**config.mk**
```make
export PLATFORM = sky130hd
export DESIGN_NAME = mbd_ram
export DESIGN_NICKNAME = d
export VERILOG_FILES = /design/src/hw/rtl/mbd_ram.sv
export SDC_FILE = /design/constraint.sdc
export NUM_CORES = 1
export LEC_CHECK = 0
export BUFFER_PORTS_ARGS = -buffer_cell sky130_fd_sc_hd__buf_2
export CAP_MARGIN = 20
export CORE_ASPECT_RATIO = 0.7
export CORE_MARGIN = 1
export CORE_UTILIZATION = 45
export DETAILED_ROUTE_END_ITERATION = 6
export GPL_ROUTABILITY_DRIVEN = 0
export PLACE_DENSITY = 0.7
export SETUP_SLACK_MARGIN = 0.3
export SYNTH_ARGS = -nofsm -noshare
export SYNTH_HDL_FRONTEND = slang
export SYNTH_SLANG_ARGS = --single-unit
```
**constraint.sdc**
```tcl
create_clock -name i_clk -period 2.17 [get_ports i_clk]
set_input_delay 0.3255 -clock i_clk [delete_from_list [all_inputs] [get_ports i_clk]]
set_output_delay 0.3255 -clock i_clk [all_outputs]
set_load 0.01 [all_outputs]
```
**src/hw/rtl/mbd_ram.sv**
```systemverilog
// mbd_ram: generic single-write, single-read synchronous ram, registered
// read data; no dependencies
`timescale 1ns / 1ps

module mbd_ram #(
    parameter int DEPTH = 16,
    parameter int WIDTH = 8,
    localparam int AW   = $clog2(DEPTH)
) (
    input  logic             i_clk,
    input  logic             i_we,
    input  logic [AW-1:0]    i_waddr,
    input  logic [WIDTH-1:0] i_wdata,
    input  logic [AW-1:0]    i_raddr,
    output logic [WIDTH-1:0] o_rdata
);

    logic [WIDTH-1:0] r_mem [DEPTH];
    logic [WIDTH-1:0] r_rdata;

    always_ff @(posedge i_clk) begin
        if (i_we) begin
            r_mem[i_waddr] <= i_wdata;
        end
    end

    always_ff @(posedge i_clk) begin
        r_rdata <= r_mem[i_raddr];
    end

    assign o_rdata = r_rdata;

endmodule

```
==> metrics.yaml, run 1 <==
antenna_found_initial: 0
post_dp_cell_area_sq_um: 5548
cts_buffer_depth: 2
wl_met1_mm: 4.569
synth.yosys.seq_area_share_pct: 77.78
async_reset_ff_share_pct: 0
wl_met3_microns: 787
end_kind: "flop"
crit_fanout: 32
worstMarginPinSlew_ns: 0.7217
final_area_sq_um: 6050
p_leak_nw: 2.052
cts_tree: "built"
cts_sinks: 136
cts_setup_buffers: 0
period_share_pct: 61.82
seq_area_sq_um: 4004
maxUsedRoutingLayer: "met4"
crit_arrival_ns: 1.63
clkLatencyLatePin_ns: 0.41
required_ns: 2.46
synth_ff_type: "edfxtp_1"
ctsResizeCount: 0
initial_core_util_pct: 46.41
fin_tns_setup_ns: 0
syn_inst: 229
slew_violations: 0
grt_pass1_vias: 2610
yosysTopAreaCellShare_pct: 74.67
vias: 2460
nets: 302
rsz0062_at_grt: "false"
ios: 26
synth.area.top_cells: "edfxtp_1 (75%), mux4_2 (7.9%), mux4_1 (7.1%), dfxtp_1 (3.1%), a22oi_1 (2.3%)"
period_needed_ns: 1.341
grt_use_total_pct: 18.87
routed-wl-met2_mm: 4.501
remaining_drc_errors: 0
vias_per_cell: 5.491
whs_path_depth: 1
yosys.area.top_type: "edfxtp_1"
crit_path_start_kind: "primary input"
dieArea_sq_um: 11880
ff2ff_path_depth: 3
dieWidth_microns: 129.8
hold_path_end: "r_mem[6][5]"
antenna_left: 0
routedWlPerCell_microns: 22.29
area_growth_pct: 17.53
cts_buffers: 17
dp_hpwl_mm: 6.560
setup_viol: 0
grt_first_pass_wirelength_mm: 15.26
h-tree-depth: 4
cts_root_buffer: "clkbuf_16"
criticalPathCategory: "in2reg"
reg2reg_from: "r_mem[9][2]"
slowest_stage: "mux4_1"
syn-cell-area_sq_um: 5147
core_sq_um: 11090
drv_cap: 0
grt_max_degree: 33
max-slew-margin-rel_pct: 51.71
p_per_area_nw_per_um2: 943.7
min_path_type: "in2reg"
numPortBuffers: 25
synth_edf_count: 128
min_from: "i_wdata[5]"
drive_gt1_share_pct: 28.47
r2r-end: "o_rdata[2]"
path_clk_slew_ns: 0.05
peakVddDrop_mv: 0.5852
drt-initial-drc-count: 261
gr-total-overflow: 0
fmax_ghz: 0.7455
cp_cell_sequence: "buf_2, buf_12, mux4_1, a22oi_1, nand2_1"
yosysUniqueCellTypes: 19
die_h_microns: 91.48
status: "completed"
n_antenna_cell: 0
synth_nets: 247
cpPeakStageDelay_ns: 0.62
multi_input_area_sq_um: 1057
cts_hold_repair.buffers: 0
skew_ns: 0.008402
hold_violations: 0
synth_common_cells: "edfxtp_1 (128), mux4_2 (18), a22oi_1 (16), mux4_1 (14), nor2_1 (13)"
synth_most_common_cell: "edfxtp_1"
ys_warn_count: 0
critPathTopFamily: "multiplexers"
r2r_slack_ns: 0.85
firstDrtPassIters: 5
postRouteWirelength_mm: 9.985
syn_avg_cell_area_sq_um: 22.48
cp_num_buf_inv: 2
row_count: 32
ys_ff_latch: 136
fillCellCount: 836
-- routing by layer --
| metal | global-route usage, % | vias to the layer above |
|---|---|---|
| met3 | 6.600 | 11 |
| li1 | - | 1080 |
| met2 | 26.47 | 96 |
| met5 | 0 | - |
| met1 | 26.66 | 1273 |
| met4 | 8.140 | 0 |
-- area by class of cell --
cell class | instances | share of cell area [%]
timing repair buffer | 46 | 4.881
sequential | 136 | 66.18
tap | 153 | 3.164
clock buffer | 22 | 7.342
multi-input combinational | 83 | 17.48
clock inverter | 8 | 0.9514
-- worst register-to-register path: cells and delay by family, from the launching register on --
family | cells | cell delay (ns)
flip-flops | 1 | 0.36
multiplexers | 1 | 0.54
AND/OR/NAND/NOR | 1 | 0.08
AO/OA/AOI/OAI | 1 | 0.22
-- placed cells by master, fill, tap and decap left out, types with 2 or more instances in the layout --
master     instances
mux4_1            14
nor2_1            13
clkbuf_1           5
mux4_2            18
nor3_1             4
clkbuf_16         17
nand3b_1           2
edfxtp_1         128
nand2b_1           2
nand2_1            9
buf_4             20
clkinv_1           6
buf_2             25
dfxtp_1            8
a22oi_1           16
-- registers in the layout, indices dropped and copies added (netlist names) --
name / cells
r_mem: 128
o_rdata: 8
-- power by group --
| group | total [mW] | internal (mW) | switching [mW] |
|---|---|---|---|
| Clock | 2.47 | 1.53 | 0.941 |
| Sequential | 2.96 | 2.94 | 0.0219 |
| Combinational | 0.274 | 0.118 | 0.156 |
-- cells by family after synthesis --
| family | Yosys count | synth area share, % |
|---|---|---|
| buffers and inverters | 10 | 1.677 |
| AND/OR/NAND/NOR | 35 | 3.184 |
| flip-flops | 136 | 77.78 |
| AO/OA/AOI/OAI | 16 | 2.334 |
| multiplexers | 32 | 15.02 |
-- stage by stage --
step | util, % | std cells | setup slack (ns) | total power [mW] | hold WS (ns)
floorplan | - | 229 | 0.3516 | 3.161 | 0.4244
global placement | 50.02 | 418 | 0.4237 | 3.280 | 0.6642
detailed placement | 50.02 | 418 | 0.3865 | 3.293 | 0.6692
CTS | 54.55 | 448 | 0.8204 | 5.748 | 0.2924
global route | 54.55 | 448 | 0.7646 | 5.889 | 0.3055
finish | 54.55 | 448 | 0.8286 | 5.709 | 0.3054
-- how the worst max path moves through the flow --
| stage | from | endpoint | slack (ns) | depth (start not counted) |
|---|---|---|---|---|
| finish | i_raddr[0] | o_rdata[2] | 0.83 | 5 |
| global route | i_raddr[0] | o_rdata[3] | 0.76 | 5 |
| global placement | i_raddr[0] | o_rdata[2] | 0.42 | 5 |
| detailed placement | i_raddr[1] | o_rdata[2] | 0.39 | 5 |
| floorplan | i_waddr[2] | r_mem[0][0] | 0.35 | 2 |
| CTS | i_raddr[1] | o_rdata[2] | 0.82 | 5 |
(Power assumes the default switching activity.)
==> run 2, diff against run 1 <==
ABC_AREA = 1   (was unset)
PLACE_DENSITY = 0.69   (was 0.7)
clock period = 1.3 ns   (was 2.17 ns; I/O delays follow)
==> run 2 against run 1 <==
Against the previous run: sequential share of layout area fell by 9.0 points; clock-buffer cell count fell by 2; first-iteration DRC count rose by 110%; clock skew rose by 0.0030 ns; cell area rose by 16%; critical path depth fell by 4; critical path type is now reg2out.
==> metrics.yaml, run 2 <==
synth_top_family_by_area: "simple AND/OR/NAND/NOR gates"  # was multiplexers
row_count: 34  # was 32
rsz0062_at_grt: "true"  # was false
cpPeakStageDelay_ns: 0.36  # was 0.62 ns
end_kind: "output port"  # was flop
required_ns: 1.11  # was 2.46 ns
cp_cell_sequence: "buf_6"  # was buf_2, buf_12, mux4_1, a22oi_1, nand2_1
period_share_pct: 82.74
peakVddDrop_mv: 0.9937  # was 0.5852 mV
cp_num_buf_inv: 1  # was 2
hold_violations: 0  # unchanged
layout_common_cells: "nand2_1 (167), edfxtp_1 (128), inv_1 (97)"  # was edfxtp_1 (128), buf_2 (25), buf_4 (20)
cts_setup_buffers: 0  # unchanged
crit_arrival_ns: 0.88  # was 1.63 ns
syn_inst: 551  # was 229
p_leak_nw: 3.008  # was 2.052 nW
yosysUniqueCellTypes: 12  # was 19
fmax_ghz: 0.9297
yosysTopAreaCellShare_pct: 66.65  # was 74.67%
grt_max_degree: 65  # was 33
setup_viol: 0  # unchanged
synth_most_common_cell: "nand2_1"  # was edfxtp_1
grt_first_pass_wirelength_mm: 20.65  # was 15.26 mm
clkLatencyLatePin_ns: 0.42  # was 0.41 ns
drv_cap: 0  # unchanged
synth_mux_area_share_pct: 0  # was 15.02%
worstMarginPinSlew_ns: 0.4758  # was 0.7217 ns
cts_tree: "built"  # unchanged
ios: 26  # unchanged
seq_area_sq_um: 4013  # was 4004 sq um
synth-xor-area-share_pct: 0  # unchanged
maxUsedRoutingLayer: "met4"  # unchanged
largest_reg_flops: 128  # unchanged
cts_sinks: 136  # unchanged
hold_slack_ns: 0.2037  # was 0.3054 ns
fillCellCount: 1052  # was 836
top_register: "r_mem"  # unchanged
routedWlPerCell_microns: 17.57  # was 22.29 microns
syn-cell-area_sq_um: 5767  # was 5147 sq um
postRouteWirelength_mm: 13.51  # was 9.985 mm
wl_met1_mm: 6.671  # was 4.569 mm
multi_input_area_sq_um: 1444  # was 1057 sq um
drt-initial-drc-count: 536  # was 261
drive_gt1_share_pct: 22.73  # was 28.47%
finish.utilization_pct: 56.30  # was 54.55%
p_per_area_nw_per_um2: 1421  # was 943.7 nW/um^2
crit_fanout: 1  # was 32
cts_buffer_depth: 2  # unchanged
critPathTopFamily: "flip-flops"  # was multiplexers
nets: 614  # was 302
h-tree-depth: 4  # unchanged
cts_root_buffer: "clkbuf_16"  # unchanged
synth_edf_count: 128  # unchanged
cts_buffers: 17  # unchanged
criticalPathCategory: "reg2out"  # was in2reg
synth.area.top_cells: "edfxtp_1 (67%), nand2_1 (11%), nand3_1 (8.4%), inv_1 (6.5%), dfxtp_1 (2.8%)"  # was edfxtp_1 (75%), mux4_2 (7.9%), mux4_1 (7.1%), dfxtp_1 (3.1%), a22oi_1 (2.3%)
routed-wl-met2_mm: 5.868  # was 4.501 mm
dieWidth_microns: 137.3  # was 129.8 microns
antenna_left: 0  # unchanged
synth_compound_area_share_pct: 0  # was 2.333%
path_clk_slew_ns: 0.05  # about the same
initial_core_util_pct: 46.27  # was 46.41%
wl_met3_microns: 835  # was 787 microns
slew_violations: 0  # unchanged
dieArea_sq_um: 13280  # was 11880 sq um
synth_fa_ha_area_share_pct: 0  # unchanged
period_needed_ns: 1.076
synth.yosys.seq_area_share_pct: 69.43  # was 77.78%
syn_avg_cell_area_sq_um: 10.47  # was 22.48 sq um
firstDrtPassIters: 4  # was 5
slowest_stage: "dfxtp_2"  # was mux4_1
ys_ff_latch: 136  # unchanged
area_growth_pct: 21.70  # was 17.53%
ys_warn_count: 0  # unchanged
max-slew-margin-rel_pct: 68.25  # was 51.71%
die_h_microns: 96.72  # was 91.48 microns
n_antenna_cell: 0  # unchanged
numPortBuffers: 25  # unchanged
final_common_cell: "nand2_1"  # was edfxtp_1
vias_per_cell: 5.075  # was 5.491
synth-simple-area-share_pct: 21.05  # was 3.184%
gr-total-overflow: 0  # unchanged
cts_hold_repair.buffers: 0  # unchanged
dp_hpwl_mm: 8.441  # was 6.560 mm
vias: 3903  # was 2460
p_total_mw: 9.972  # was 5.709 mW
async_reset_ff_share_pct: 0  # unchanged
yosys.area.top_type: "edfxtp_1"  # unchanged
crit_path_start_kind: "flop"  # was primary input
grt_use_total_pct: 21.97  # was 18.87%
min_path_type: "in2reg"  # unchanged
synth_nets: 569  # was 247
synth_common_cells: "nand2_1 (173), edfxtp_1 (128), inv_1 (100), nand3_1 (97), nor2_1 (17)"  # was edfxtp_1 (128), mux4_2 (18), a22oi_1 (16), mux4_1 (14), nor2_1 (13)
antenna_found_initial: 0  # unchanged
skew_ns: 0.01142  # was 0.008402 ns
core_sq_um: 12460  # was 11090 sq um
synth_ff_type: "edfxtp_1"  # unchanged
grt_pass1_vias: 3610  # was 2610
status: "completed"  # unchanged
remaining_drc_errors: 0  # unchanged
## run 2: cell count changes after synthesis, sizes merged
cell,previous run,this run
nand2,9,173
inv,0,102
nand3,1,97
mux4,32,0
buf,7,24
a22oi,16,0
nor2,13,17
nor3,4,0
clkdlybuf4s25,3,0
nand2b,2,0
and2,1,0
and2b,1,0
nor2b,1,0
or3b,1,0
## run 2: cell families (layout without fill, tap and decap cells)
group / count (synthesis) / count (layout)
AND/OR/NAND/NOR: 289 / 289
flip-flops: 136 / 136
buffers and inverters: 126 / 182
## run 2: area by class of cell
class,instances,share of cell area [%]
Sequential cell,136,57.18
Inverter,102,5.456
Clock inverter,10,1.177
Tap cell,162,2.888
Timing Repair Buffer,50,6.507
Multi-Input combinational cell,289,20.57
Clock buffer,20,6.222
## run 2: path summary, 6_finish.rpt
check | start | end | slack [ns] | cells after the start
setup / recovery | o_rdata[1] | o_rdata[1] | 0.22 | 1
hold / removal | i_wdata[7] | r_mem[11][7] | 0.20 | 1
hold reg to reg | r_mem[6][7] | o_rdata[7] | 0.66 | 6
setup reg to reg | r_mem[9][6] | o_rdata[6] | 0.32 | 6
## run 2: routing by layer
metal	vias to the layer above	GRT usage (%)
met2	146	29.56
met1	1882	35.10
met4	0	7.861
met3	13	3.931
met5	-	0
li1	1862	-
## run 2: power breakdown
part           internal (mW)  switching [mW]  leakage [nW]  total (mW)
sequential              4.91          0.0427          1.22        4.95
clock                   2.57            1.70         0.243        4.27
combinational          0.260           0.488          1.54       0.748
## run 2: timing repair
item                                   CTS  global route
gates resized for setup                 15            45
gates cloned                             0             0
endpoints found under the hold margin    0             0
setup endpoints to repair               10            16
pin swaps                                0            17
## run 2: metrics by stage
step / TNS (ns) / setup WS, ns / area [sq um] / cells
3_3_place_gp: -0.03001 / -0.01974 / 6243 / 739
5_1_grt: 0 / 0.2067 / 7018 / 769
3_5_place_dp: -0.1564 / -0.01026 / 6243 / 739
4_1_cts: 0 / 0.2140 / 6823 / 769
6_report: 0 / 0.2244 / 7018 / 769
2_1_floorplan: 0 / 0.1760 / 5794 / 551
