**src/hw/rtl/mbd_pkg.sv**
```systemverilog
// mbd_pkg: sizes, register codes, state encoding and channel arithmetic
// for the mipmap box downsampler; no dependencies
`timescale 1ns / 1ps

package mbd_pkg;

    localparam int MAX_DIM    = 4096;
    localparam int MAX_LEVELS = 13;

    localparam int COORD_W = $clog2(MAX_DIM);        // 12
    localparam int DIM_W   = COORD_W + 1;            // 13, holds MAX_DIM itself
    localparam int LVL_W   = $clog2(MAX_LEVELS);     // 4
    localparam int ROW_AW  = $clog2(MAX_DIM);
    localparam int PIX_W   = 32;
    localparam int SUM_W   = 36;                     // four 9-bit pair sums
    localparam int IDX_W   = 2;

    typedef enum logic [IDX_W-1:0] {
        REG_IMAGE_WIDTH  = 2'd0,
        REG_IMAGE_HEIGHT = 2'd1,
        REG_LEVEL_COUNT  = 2'd2
    } t_reg_idx;

    typedef enum logic [1:0] {
        S_IDLE,
        S_EMIT,
        S_AVG
    } t_state;

    // clamped configuration as seen by the datapath
    typedef struct packed {
        logic [DIM_W-1:0] width;
        logic [DIM_W-1:0] height;
        logic [LVL_W-1:0] levels;
    } t_cfg;

    // per-channel sum of two rgba8 pixels, 9 bits per channel
    function automatic logic [SUM_W-1:0] pair_sum(input logic [PIX_W-1:0] a,
                                                   input logic [PIX_W-1:0] b);
        logic [SUM_W-1:0] s;
        s = '0;
        for (int c = 0; c < 4; c++) begin
            s[9*c +: 9] = {1'b0, a[8*c +: 8]} + {1'b0, b[8*c +: 8]};
        end
        return s;
    endfunction

    // add two rows of pair sums and divide by four, truncating
    function automatic logic [PIX_W-1:0] quad_avg(input logic [SUM_W-1:0] top,
                                                   input logic [SUM_W-1:0] bot);
        logic [PIX_W-1:0] p;
        logic [9:0]       v;
        p = '0;
        for (int c = 0; c < 4; c++) begin
            v = {1'b0, top[9*c +: 9]} + {1'b0, bot[9*c +: 9]};
            p[8*c +: 8] = v[9:2];
        end
        return p;
    endfunction

endpackage

```
**src/hw/rtl/mbd_intf.sv**
```systemverilog
// channel interfaces of the mipmap box downsampler: config writes,
// base pixels in, mip results out; depends on mbd_pkg
`timescale 1ns / 1ps

interface mbd_cfg_if;
    logic                        valid;
    logic                        ready;
    logic [mbd_pkg::IDX_W-1:0]   index;
    logic [mbd_pkg::DIM_W-1:0]   data;

    modport source (output valid, index, data, input ready);
    modport sink   (input valid, index, data, output ready);
endinterface


```
**src/hw/rtl/mbd_cfg.sv**
```systemverilog
// mbd_cfg: configuration registers with range clamping
// depends on mbd_pkg and mbd_cfg_if
`timescale 1ns / 1ps

module mbd_cfg (
    input  logic                 i_clk,
    input  logic                 i_rst_n,
    mbd_cfg_if.sink              i_cfg,
    output mbd_pkg::t_cfg        o_cfg
);

    logic [mbd_pkg::DIM_W-1:0] r_width;
    logic [mbd_pkg::DIM_W-1:0] r_height;
    logic [mbd_pkg::LVL_W-1:0] r_levels;

    assign i_cfg.ready = 1'b1;

    always_ff @(posedge i_clk) begin
        if (!i_rst_n) begin
            r_width  <= mbd_pkg::DIM_W'(256);
            r_height <= mbd_pkg::DIM_W'(256);
            r_levels <= mbd_pkg::LVL_W'(9);
        end else if (i_cfg.valid && i_cfg.ready) begin
            unique case (mbd_pkg::t_reg_idx'(i_cfg.index))
                mbd_pkg::REG_IMAGE_WIDTH:  r_width  <= i_cfg.data;
                mbd_pkg::REG_IMAGE_HEIGHT: r_height <= i_cfg.data;
                mbd_pkg::REG_LEVEL_COUNT:  r_levels <= i_cfg.data[mbd_pkg::LVL_W-1:0];
                default: ;
            endcase
        end
    end

    // clamp to 1..MAX_DIM and 1..MAX_LEVELS
    always_comb begin
        o_cfg.width  = r_width;
        o_cfg.height = r_height;
        o_cfg.levels = r_levels;
        if (r_width == '0) o_cfg.width = mbd_pkg::DIM_W'(1);
        else if (r_width > mbd_pkg::DIM_W'(mbd_pkg::MAX_DIM))
            o_cfg.width = mbd_pkg::DIM_W'(mbd_pkg::MAX_DIM);
        if (r_height == '0) o_cfg.height = mbd_pkg::DIM_W'(1);
        else if (r_height > mbd_pkg::DIM_W'(mbd_pkg::MAX_DIM))
            o_cfg.height = mbd_pkg::DIM_W'(mbd_pkg::MAX_DIM);
        if (r_levels == '0) o_cfg.levels = mbd_pkg::LVL_W'(1);
        else if (r_levels > mbd_pkg::LVL_W'(mbd_pkg::MAX_LEVELS))
            o_cfg.levels = mbd_pkg::LVL_W'(mbd_pkg::MAX_LEVELS);
    end

endmodule
```
**src/flat_wrapper.sv**
```systemverilog
// flat-port wrapper written by rule: the top's interface ports become plain ports
module mbd_cfg_flat 
  (i_clk, i_rst_n, o_cfg, i_cfg_valid, i_cfg_index, i_cfg_data, i_cfg_ready);
  mbd_cfg_if i_cfg_i ();
  input  logic i_clk;
  input  logic i_rst_n;
  output mbd_pkg::t_cfg o_cfg;
  input wire logic [$bits(i_cfg_i.valid)-1:0] i_cfg_valid;
  input wire logic [$bits(i_cfg_i.index)-1:0] i_cfg_index;
  input wire logic [$bits(i_cfg_i.data)-1:0] i_cfg_data;
  output wire logic [$bits(i_cfg_i.ready)-1:0] i_cfg_ready;
  assign i_cfg_i.valid = i_cfg_valid;
  assign i_cfg_i.index = i_cfg_index;
  assign i_cfg_i.data = i_cfg_data;
  assign i_cfg_ready = i_cfg_i.ready;
  mbd_cfg u_core (.i_clk(i_clk), .i_rst_n(i_rst_n), .i_cfg(i_cfg_i), .o_cfg(o_cfg));
endmodule
```
**config.mk**
```make
export PLATFORM = sky130hd
export DESIGN_NAME = mbd_cfg_flat
export DESIGN_NICKNAME = d
export VERILOG_FILES = /design/src/hw/rtl/mbd_pkg.sv /design/src/hw/rtl/mbd_intf.sv /design/src/hw/rtl/mbd_cfg.sv /design/src/flat_wrapper.sv
export SDC_FILE = /design/constraint.sdc
export NUM_CORES = 1
export LEC_CHECK = 0
export ABC_AREA = 1
export BUFFER_PORTS_ARGS = -buffer_cell sky130_fd_sc_hd__buf_4
export CAP_MARGIN = 10
export CORE_ASPECT_RATIO = 1.2
export CORE_MARGIN = 4
export CORE_UTILIZATION = 44
export DETAILED_ROUTE_END_ITERATION = 6
export PLACE_DENSITY = 0.74
export SLEW_MARGIN = 20
export SYNTH_ARGS = -nofsm -noshare
export SYNTH_HDL_FRONTEND = slang
export SYNTH_SLANG_ARGS = --single-unit
```
**constraint.sdc**
```tcl
create_clock -name i_clk -period 1.2 [get_ports i_clk]
set_clock_uncertainty 0.1 [all_clocks]
set_input_delay 0.24 -clock i_clk [delete_from_list [all_inputs] [get_ports i_clk]]
set_output_delay 0.24 -clock i_clk [all_outputs]
set_load 0.005 [all_outputs]
```
==> results of run 1 <==
## power by group through the flow
stage                     registers, mW  logic [mW]  clock network, mW
after floorplan                    1.10       0.218                  0
after global placement             1.10       0.442                  0
after detailed placement           1.10       0.448                  0
after global routing               1.09       0.575              0.680
final                              1.08       0.522              0.620
after CTS                          1.08       0.487              0.637
## routing by layer
layer | up-vias | part of all wire [%] | GRT usage, %
li1 | 796 | - | -
met1 | 664 | 40 | 20.3
met2 | 53 | 48 | 31.0
met3 | 12 | 8.6 | 5.29
met4 | 0 | 3.2 | 10.3
met5 | - | 0 | 0
## area by class of cell
cell class / count / area, µm²
Multi-Input combinational cell: 142 / 820
Timing Repair Buffer: 82 / 672
Clock buffer: 7 / 55.1
Clock inverter: 1 / 5.00
Inverter: 14 / 52.6
Tap cell: 36 / 45.0
Sequential cell: 30 / 624
Fill cell: 261 / 837
## state kept, by name, indices dropped and copies added, names as in the netlist
signal and flops:
u_core.r_height 13, u_core.r_width 13, u_core.r_levels 4
## cell families (layout without fill, tap and decap cells)
logic type             after synthesis  count (layout)  synth area share, %
other                                1               1                0.259
and+or+nand+nor                     85              86                 24.4
AOI/OAI and AO/OA                   55              55                 25.3
DFF                                 30              30                 41.5
buffers and inverters               28             104                 8.56
## cell usage after synthesis
master	number
nand2_2	1
nand2_1	18
inv_2	2
o21ai_0	26
a21boi_0	12
nand3_1	4
dfxtp_1	30
nor2_2	1
nor2_1	56
nor3_2	1
a21oi_1	5
inv_1	11
clkinv_1	1
buf_2	3
nor3_1	1
nand3b_1	1
o211ai_1	2
buf_6	1
a21boi_2	7
nand3_2	2
a21oi_2	2
conb_1	1
clkbuf_1	8
buf_4	2
o21ai_2	1
## stage by stage
| step | hold WS (ps) | setup WS (ps) | total power [mW] | instances |
|---|---|---|---|---|
| floorplan | 253 | -22.4 | 1.32 | 199 |
| global placement | 366 | -211 | 1.54 | 298 |
| detailed placement | 367 | -238 | 1.55 | 298 |
| CTS | 18.3 | -584 | 2.20 | 308 |
| global route | 32.1 | -681 | 2.35 | 312 |
| finish | 25.4 | -565 | 2.22 | 312 |
## worst min path at each step
stage                              from  slack, ps                  to  cells after the start
final                     i_cfg_data[8]         30  u_core.r_height[8]                      3
after global routing      i_cfg_data[3]         30  u_core.r_levels[3]                      3
after CTS                 i_cfg_data[8]         20  u_core.r_height[8]                      3
after detailed placement  i_cfg_data[8]        370  u_core.r_height[8]                      3
after global placement    i_cfg_data[3]        370  u_core.r_levels[3]                      3
after floorplan           i_cfg_data[8]        250  u_core.r_height[8]                      2
## cells in the final DEF (no fill, tap or decap)
cell and n:
o211ai_1 2, nand3b_1 1, o21ai_0 26, a21oi_2 2, buf_8 1, nand2_4 2, clkbuf_8 1, nor3_2 2
clkbuf_1 1, a21boi_2 18, nand3_1 4, dfxtp_1 19, dfxtp_2 7, dfxtp_4 4, inv_2 4, buf_6 13
nand3_2 2, inv_1 9, clkinv_1 1, clkbuf_4 5, o21ai_2 1, nor2_4 2, conb_1 1, a21boi_0 1
nor2_1 50, nor2_2 5, clkinv_2 1, a21oi_1 5, nand2_1 14, buf_4 68, nand2_2 4
## critical path: stages (launching register included)
cell and delay [ps]:
dfxtp_1 330, nor2_1 100, nand2_1 60, nor2_1 120, nand2_2 110, buf_6 150, a21boi_2 110, buf_4 120
## what timing repair did
| action | CTS | global route |
|---|---|---|
| endpoints found under the setup margin | 30 | 30 |
| setup buffers | 1 | 4 |
| cloned | 1 | 0 |
| gates resized for setup | 33 | 33 |
| pin swaps | 9 | 12 |
| hold buffers | 0 | 0 |
==> metrics.md, run 1 <==
| Metric | Value |
|---|---|
| Setup TNS after final layout | -12,800 ps |
| Flops & latches, synth | 30 |
| Top cells by area, synth | dfxtp_1 42%, nor2_1 15%, o21ai_0 9.0% |
| Clock power share | 27.9% |
| Crit path max fanout | 6 |
| Syn Inst Count | 199 |
| Clock period minus final worst setup slack | 1760 ps |
| Num rows | 22 |
| Routed Antenna Nets | 0 |
| Post-route DRC | 0 |
| P_sw | 0.611 mW |
| Share of power burned in registers | 48.6% |
| CP startpoint | u_core.r_height[7] |
| ANT cells | 0 |
| Worst r2r dst | u_core.r_levels[3] |
| Pwr dens | 978 mW/mm² |
| Clock latency on the worst-skew pair | 330 ps |
| Largest net degree at the start of global routing | 31 |
| Unrepaired setup endpoints after global routing | true |
| WS Path Type | reg -> out |
| CTS Buffer Depth | 2 |
| HP Class | in -> reg |
| Register area share after synthesis | 41.5% |
| Yosys top cell by area | dfxtp_1 |
| Crit end category | output pin |
| Final setup vio count | 29 |
| Die X | 60.3 µm |
| Internal | 1.61 mW |
| Max-Cap Viols | 0 |
| Routed wire length per instance | 11.9 µm |
| Leakage power | 1.07 nW |
| Comb pwr share | 23.5% |
| Switch share | 27.5% |
| Final net count | 293 |
| R2r setup slk | 270 ps |
| Syn nets | 217 |
| Syn_area_per_cell | 7.27 µm² |
| Post-DP Area | 0.00200 mm² |
| Grt total ovfl | 0 |
| Drt pass-1 iters | 4 |
| Critical path required time | 860 ps |
| Initial core utilization | 46.5% |
| Setup ws final | -565 ps |
| Post-DP HPWL | 2740 µm |
| Via-to-Cell Ratio | 4.89 |
| Boundary Pins | 49 |
| R2R depth | 4 |
| First-pass GRT wire length | 6000 µm |
| Die Y | 70.8 µm |
| Max Clock Freq | 0.567 GHz |
| Crit path capture | o_cfg[13] |
| CTS tree | built |
| Setup crit start kind | flip-flop |
| CTS buffer count | 5 |
| H-tree lvl count | 2 |
| Arr. time, crit path | 1420 ps |
| Area grow syn2layout | 57.2% |
| Vias after detailed routing | 1,525 |
| Warnings, synthesis | 0 |
| Final Max Tran Viols | 0 |
| Final Cell Area | 0.00227 mm² |
| Core Region | 0.00311 mm² |
| I/O Buffers | 47 |
| Layout cells sized above 1 | 51.4% |
| Iteration-0 DRC count of the detailed router | 64 |
| Die area | 0.00427 mm² |
| Final Hold Violating Endpoints | 0 |
| Vias in the first global route | 1,443 |
| Synth unique cells | 25 |
| Gpl congestion | 0.777 |
| FF-to-FF Start | u_core.r_levels[3] |
| Failing checks | setup timing |
| Antenna violations before repair | 0 |
| Share of the synthesized area in the top cell type | 41.5% |
| Clock Pin Slew Worst Setup and Hold Paths | 90 ps |
| Fin util | 73.1% |
| Routed wire length | 3710 µm |
| CTS Root Cell | clkbuf_4 |
| Final Cycle Share | 147% |
| Post-Synthesis Cell Area | 0.00145 mm² |
| Max VDD drop | 0.000787 V |
| GR Util All Layers | 18.5% |
| Status | finished, violations left |
| Clk sinks | 30 |
Note: power is estimated with default switching activity, not from simulation.
==> run 2: changes to the inputs <==
- CAP_MARGIN: 10 -> not set
- REMOVE_ABC_BUFFERS: not set -> 1
==> metrics.md, run 2 (synthesis gave the netlist of run 1 again) <==
| Metric | Value |
|---|---|
| Boundary Pins | 49 |
| Setup TNS after final layout | -12,670 ps |
| CTS tree | built |
| Via-to-Cell Ratio | 4.89 |
| Max VDD drop | 0.00116 V |
| Layout cells sized above 1 | 51.5% |
| Critical path required time | 860 ps |
| Top Registers | u_core.r_height x13, u_core.r_width x13, u_core.r_levels x4 |
| CTS Buffer Depth | 2 |
| Status | finished, violations left |
| Die area | 0.00427 mm² |
| Final Cell Area | 0.00226 mm² |
| WS Path Type | reg -> out |
| Setup crit start kind | flip-flop |
| Area grow syn2layout | 56.2% |
| Setup WS pre-CTS | -311 ps |
| H-tree lvl count | 2 |
| Clock Pin Slew Worst Setup and Hold Paths | 100 ps |
| Most common cell after layout, fill and taps aside | buf_4 |
| Most frequent cells in the layout | 62 x buf_4, 49 x nor2_1, 26 x o21ai_0 |
| Clk sinks | 30 |
| Max-Cap Viols | 0 |
| Routed wire length | 3740 µm |
| Unrepaired setup endpoints after global routing | true |
| Leakage power | 1.07 nW |
| CTS buffer count | 5 |
| Arr. time, crit path | 1400 ps |
| CTS Root Cell | clkbuf_4 |
| Clock period minus final worst setup slack | 1740 ps |
| Num rows | 22 |
| Max Clock Freq | 0.573 GHz |
| Iteration-0 DRC count of the detailed router | 33 |
| Vias in the first global route | 1,384 |
| Routed wire length per instance | 12.2 µm |
| Post-DP HPWL | 2730 µm |
| CTS Hold Bufs | 0 |
| Final Instance Count excl. Fillers | 306 |
| HP Class | in -> reg |
| Final Hold Violating Endpoints | 0 |
| Clock latency on the worst-skew pair | 330 ps |
| Final Max Tran Viols | 0 |
| Multi-input logic area | 821 µm² |
| R2r setup slk | 370 ps |
| Vias after detailed routing | 1,495 |
| Final net count | 287 |
| Post-DP Area | 0.00199 mm² |
| First-pass GRT wire length | 6030 µm |
| Crit path max fanout | 5 |
| Largest net degree at the start of global routing | 31 |
| Grt total ovfl | 0 |
| Core Region | 0.00311 mm² |
| DP Cell Count | 294 |
| Post-route DRC | 0 |
| Fill count | 261 |
| Final Cycle Share | 145% |
| Drt pass-1 iters | 4 |
| Die Y | 70.8 µm |
| Initial core utilization | 46.5% |
| Crit end category | output pin |
| FF/Latch Area | 623 µm² |
| ANT cells | 0 |
| Final setup vio count | 30 |
| Failing checks | setup timing |
| Gpl congestion | 0.758 |
| Antenna violations before repair | 0 |
| Pwr dens | 1050 mW/mm² |
| Die X | 60.3 µm |
| GR Util All Layers | 18.9% |
| Routed Antenna Nets | 0 |
| Fin util | 72.6% |
| Setup ws final | -544 ps |
| I/O Buffers | 47 |
## run 2: worst paths after layout
check,endpoint,cells past startpoint,from
setup / recovery,o_cfg[22],6,u_core.r_width[5]
hold / removal,u_core.r_levels[3],3,i_cfg_data[3]
setup reg to reg,u_core.r_levels[3],3,u_core.r_levels[3]
hold reg to reg,u_core.r_width[10],2,u_core.r_width[10]
## run 2: metrics by stage
step           total power [mW]  hold slack, ps
6_report                   2.38            32.0
5_1_grt                    2.49            38.2
4_1_cts                    2.38            27.9
3_5_place_dp               1.55             375
3_3_place_gp               1.54             358
2_1_floorplan              1.29             224
## run 2: critical path, cell delays in order, from the launching register on
cell and delay [ps]:
dfxtp_2 340, nor2_2 120, nand2_2 70, nor2_4 180, nand2_4 110, a21boi_2 130
buf_4 120
## run 2: where the power goes
group / switching, mW / internal (mW)
clock: 0.347 / 0.431
combinational: 0.236 / 0.279
sequential: 0.0373 / 1.05
total: 0.620 / 1.76
## run 2: metal layers
metal  global-route usage (%)  routed length (µm)  vias up
li1                         -                   -      780
met1                     21.4                1490      670
met2                     32.5                1940       38
met3                     5.84                 251        7
met4                     6.65                  59        0
met5                        0                   0        -
## run 2: layout make-up
class,instances,share of cell area [%]
Clock buffer,5,1.66
Sequential cell,30,27.6
Clock inverter,3,1.77
Multi-Input combinational cell,142,36.3
Timing Repair Buffer,76,28.3
Inverter,14,2.33
Tap cell,36,1.99
## run 2: timing repair
action,in CTS,in global routing
pin swaps,17,16
buffers inserted,3,1
gates cloned,1,0
hold endpoints to repair,0,0
setup endpoints to repair,30,30
resized for setup,47,21
==> run 3: changes to the inputs <==
- BUFFER_PORTS_ARGS: -buffer_cell sky130_fd_sc_hd__buf_4 -> -buffer_cell sky130_fd_sc_hd__buf_2
==> metrics.md, run 3 (synthesis gave the netlist of run 1 again) <==
| Metric | Value |
|---|---|
| Status | finished, violations left |
| Failing checks | setup timing |
| Post-DP HPWL | 2630 µm |
| Clock latency on the worst-skew pair | 320 ps |
| Final Cell Area | 0.00208 mm² |
| Final net count | 287 |
| Final Instance Count excl. Fillers | 306 |
| HP Class | in -> reg |
| Iteration-0 DRC count of the detailed router | 40 |
| Worst r2r dst | u_core.r_levels[3] |
| Fill count | 277 |
| R2r setup slk | 370 ps |
| Clock period minus final worst setup slack | 1740 ps |
| Core Region | 0.00311 mm² |
| P_sw | 0.605 mW |
| Clock power share | 29.1% |
| FF-to-FF Start | u_core.r_levels[3] |
| CTS tree | built |
| Internal | 1.55 mW |
| Vias after detailed routing | 1,511 |
| Unrepaired setup endpoints after global routing | true |
| Gpl congestion | 0.804 |
| DP Cell Count | 296 |
| Largest net degree at the start of global routing | 31 |
| Arr. time, crit path | 1400 ps |
| WS Path Type | reg -> out |
| Top Registers | u_core.r_height x13, u_core.r_width x13, u_core.r_levels x4 |
| Die X | 60.3 µm |
| I/O Buffers | 47 |
| Max-Cap Viols | 0 |
| Critical path required time | 860 ps |
| Post-route DRC | 0 |
| Setup crit start kind | flip-flop |
| R2R depth | 3 |
| Area grow syn2layout | 44.1% |
| Layout cells sized above 1 | 46.7% |
| Vias in the first global route | 1,263 |
| CTS Buffer Depth | 2 |
| Most common cell after layout, fill and taps aside | nor2_1 |
| Share of power burned in registers | 50.2% |
| Crit path max fanout | 8 |
| Final Max Tran Viols | 0 |
| H-tree lvl count | 2 |
| Die Y | 70.8 µm |
| Crit end category | output pin |
| Setup ws final | -542 ps |
| CTS buffer count | 5 |
| Clk sinks | 30 |
| CTS Root Cell | clkbuf_4 |
| Most frequent cells in the layout | 51 x nor2_1, 43 x buf_2, 26 x o21ai_0 |
| GR Util All Layers | 16.5% |
| Die area | 0.00427 mm² |
| Routed wire length per instance | 11.5 µm |
| Max Clock Freq | 0.574 GHz |
| First-pass GRT wire length | 5360 µm |
| ANT cells | 0 |
| Post-DP Area | 0.00188 mm² |
| Power, Total | 2.16 mW |
| Grt total ovfl | 0 |
| Routed wire length | 3510 µm |
| Drt pass-1 iters | 4 |
| Final Cycle Share | 145% |
| Switch share | 28.0% |
| Antenna violations before repair | 0 |
| Pwr dens | 1040 mW/mm² |
| Final Hold Violating Endpoints | 0 |
| Setup TNS after final layout | -12,100 ps |
| WHS | 39.5 ps |
| Clock Pin Slew Worst Setup and Hold Paths | 100 ps |
| Routed Antenna Nets | 0 |
| Num rows | 22 |
| Max VDD drop | 0.000923 V |
| Comb pwr share | 20.8% |
| Crit path capture | o_cfg[15] |
| Leakage power | 1.02 nW |
| Min-Delay Startpoint | i_cfg_data[3] |
| CP startpoint | u_core.r_height[6] |
| Initial core utilization | 46.5% |
| Boundary Pins | 49 |
| Final setup vio count | 29 |
| Via-to-Cell Ratio | 4.94 |
-- run 3: cell types whose count changed in the layout (fill, tap and decap cells not counted), sizes merged --
cell      previous run  this run
bufinv               1         0
clkbuf               5         6
clkinv               3         2
clkinvlp             0         1
-- run 3: area by class of cell --
class,instances,area (µm²),share of cell area [%]
Sequential cell,30,622,29.8
Multi-Input combinational cell,142,788,37.8
Clock buffer,6,51.3,2.46
Inverter,14,52.6,2.52
Clock inverter,2,12.5,0.600
Timing Repair Buffer,76,513,24.6
Tap cell,36,45.0,2.16
-- run 3: what timing repair did --
action	CTS	global route
buffers inserted	0	1
hold endpoints to repair	0	0
resized for setup	23	31
endpoints found under the setup margin	30	30
hold buffers	0	0
pin swaps	6	9
cloned	1	0
-- run 3: metal layers --
metal	global-route usage, %	wire, µm	up-vias
li1	-	-	783
met1	18.9	1460	680
met2	27.4	1720	42
met3	5.84	269	6
met4	6.65	57	0
met5	0	0	-
-- run 3: power by group through the flow --
stage | logic, mW | registers, mW | clock network, mW
global placement | 0.394 | 1.10 | 0
finish | 0.448 | 1.08 | 0.628
CTS | 0.420 | 1.08 | 0.647
global route | 0.500 | 1.09 | 0.698
floorplan | 0.184 | 1.11 | 0
detailed placement | 0.399 | 1.10 | 0
-- run 3: worst max-delay path: stages, from the launching register on --
cell	delay [ps]
dfxtp_2	330
nor2_2	100
nand2_1	60
nor2_1	100
nand2_1	100
buf_6	160
a21boi_2	120
buf_2	120
-- run 3: worst min-delay path by stage --
stage                              end  slack, ps  cells past startpoint
floorplan           u_core.r_levels[3]        220                      1
global placement     u_core.r_width[0]        360                      2
detailed placement   u_core.r_width[0]        360                      2
CTS                 u_core.r_levels[3]         30                      3
global route        u_core.r_levels[3]         40                      3
finish              u_core.r_levels[3]         40                      3
-- run 3: through the flow --
stage / setup slack (ps) / utilization [%]
floorplan: -234 / -
global placement: -191 / 60.4
detailed placement: -227 / 60.4
CTS: -539 / 63.8
global route: -692 / 67.0
finish: -542 / 67.0
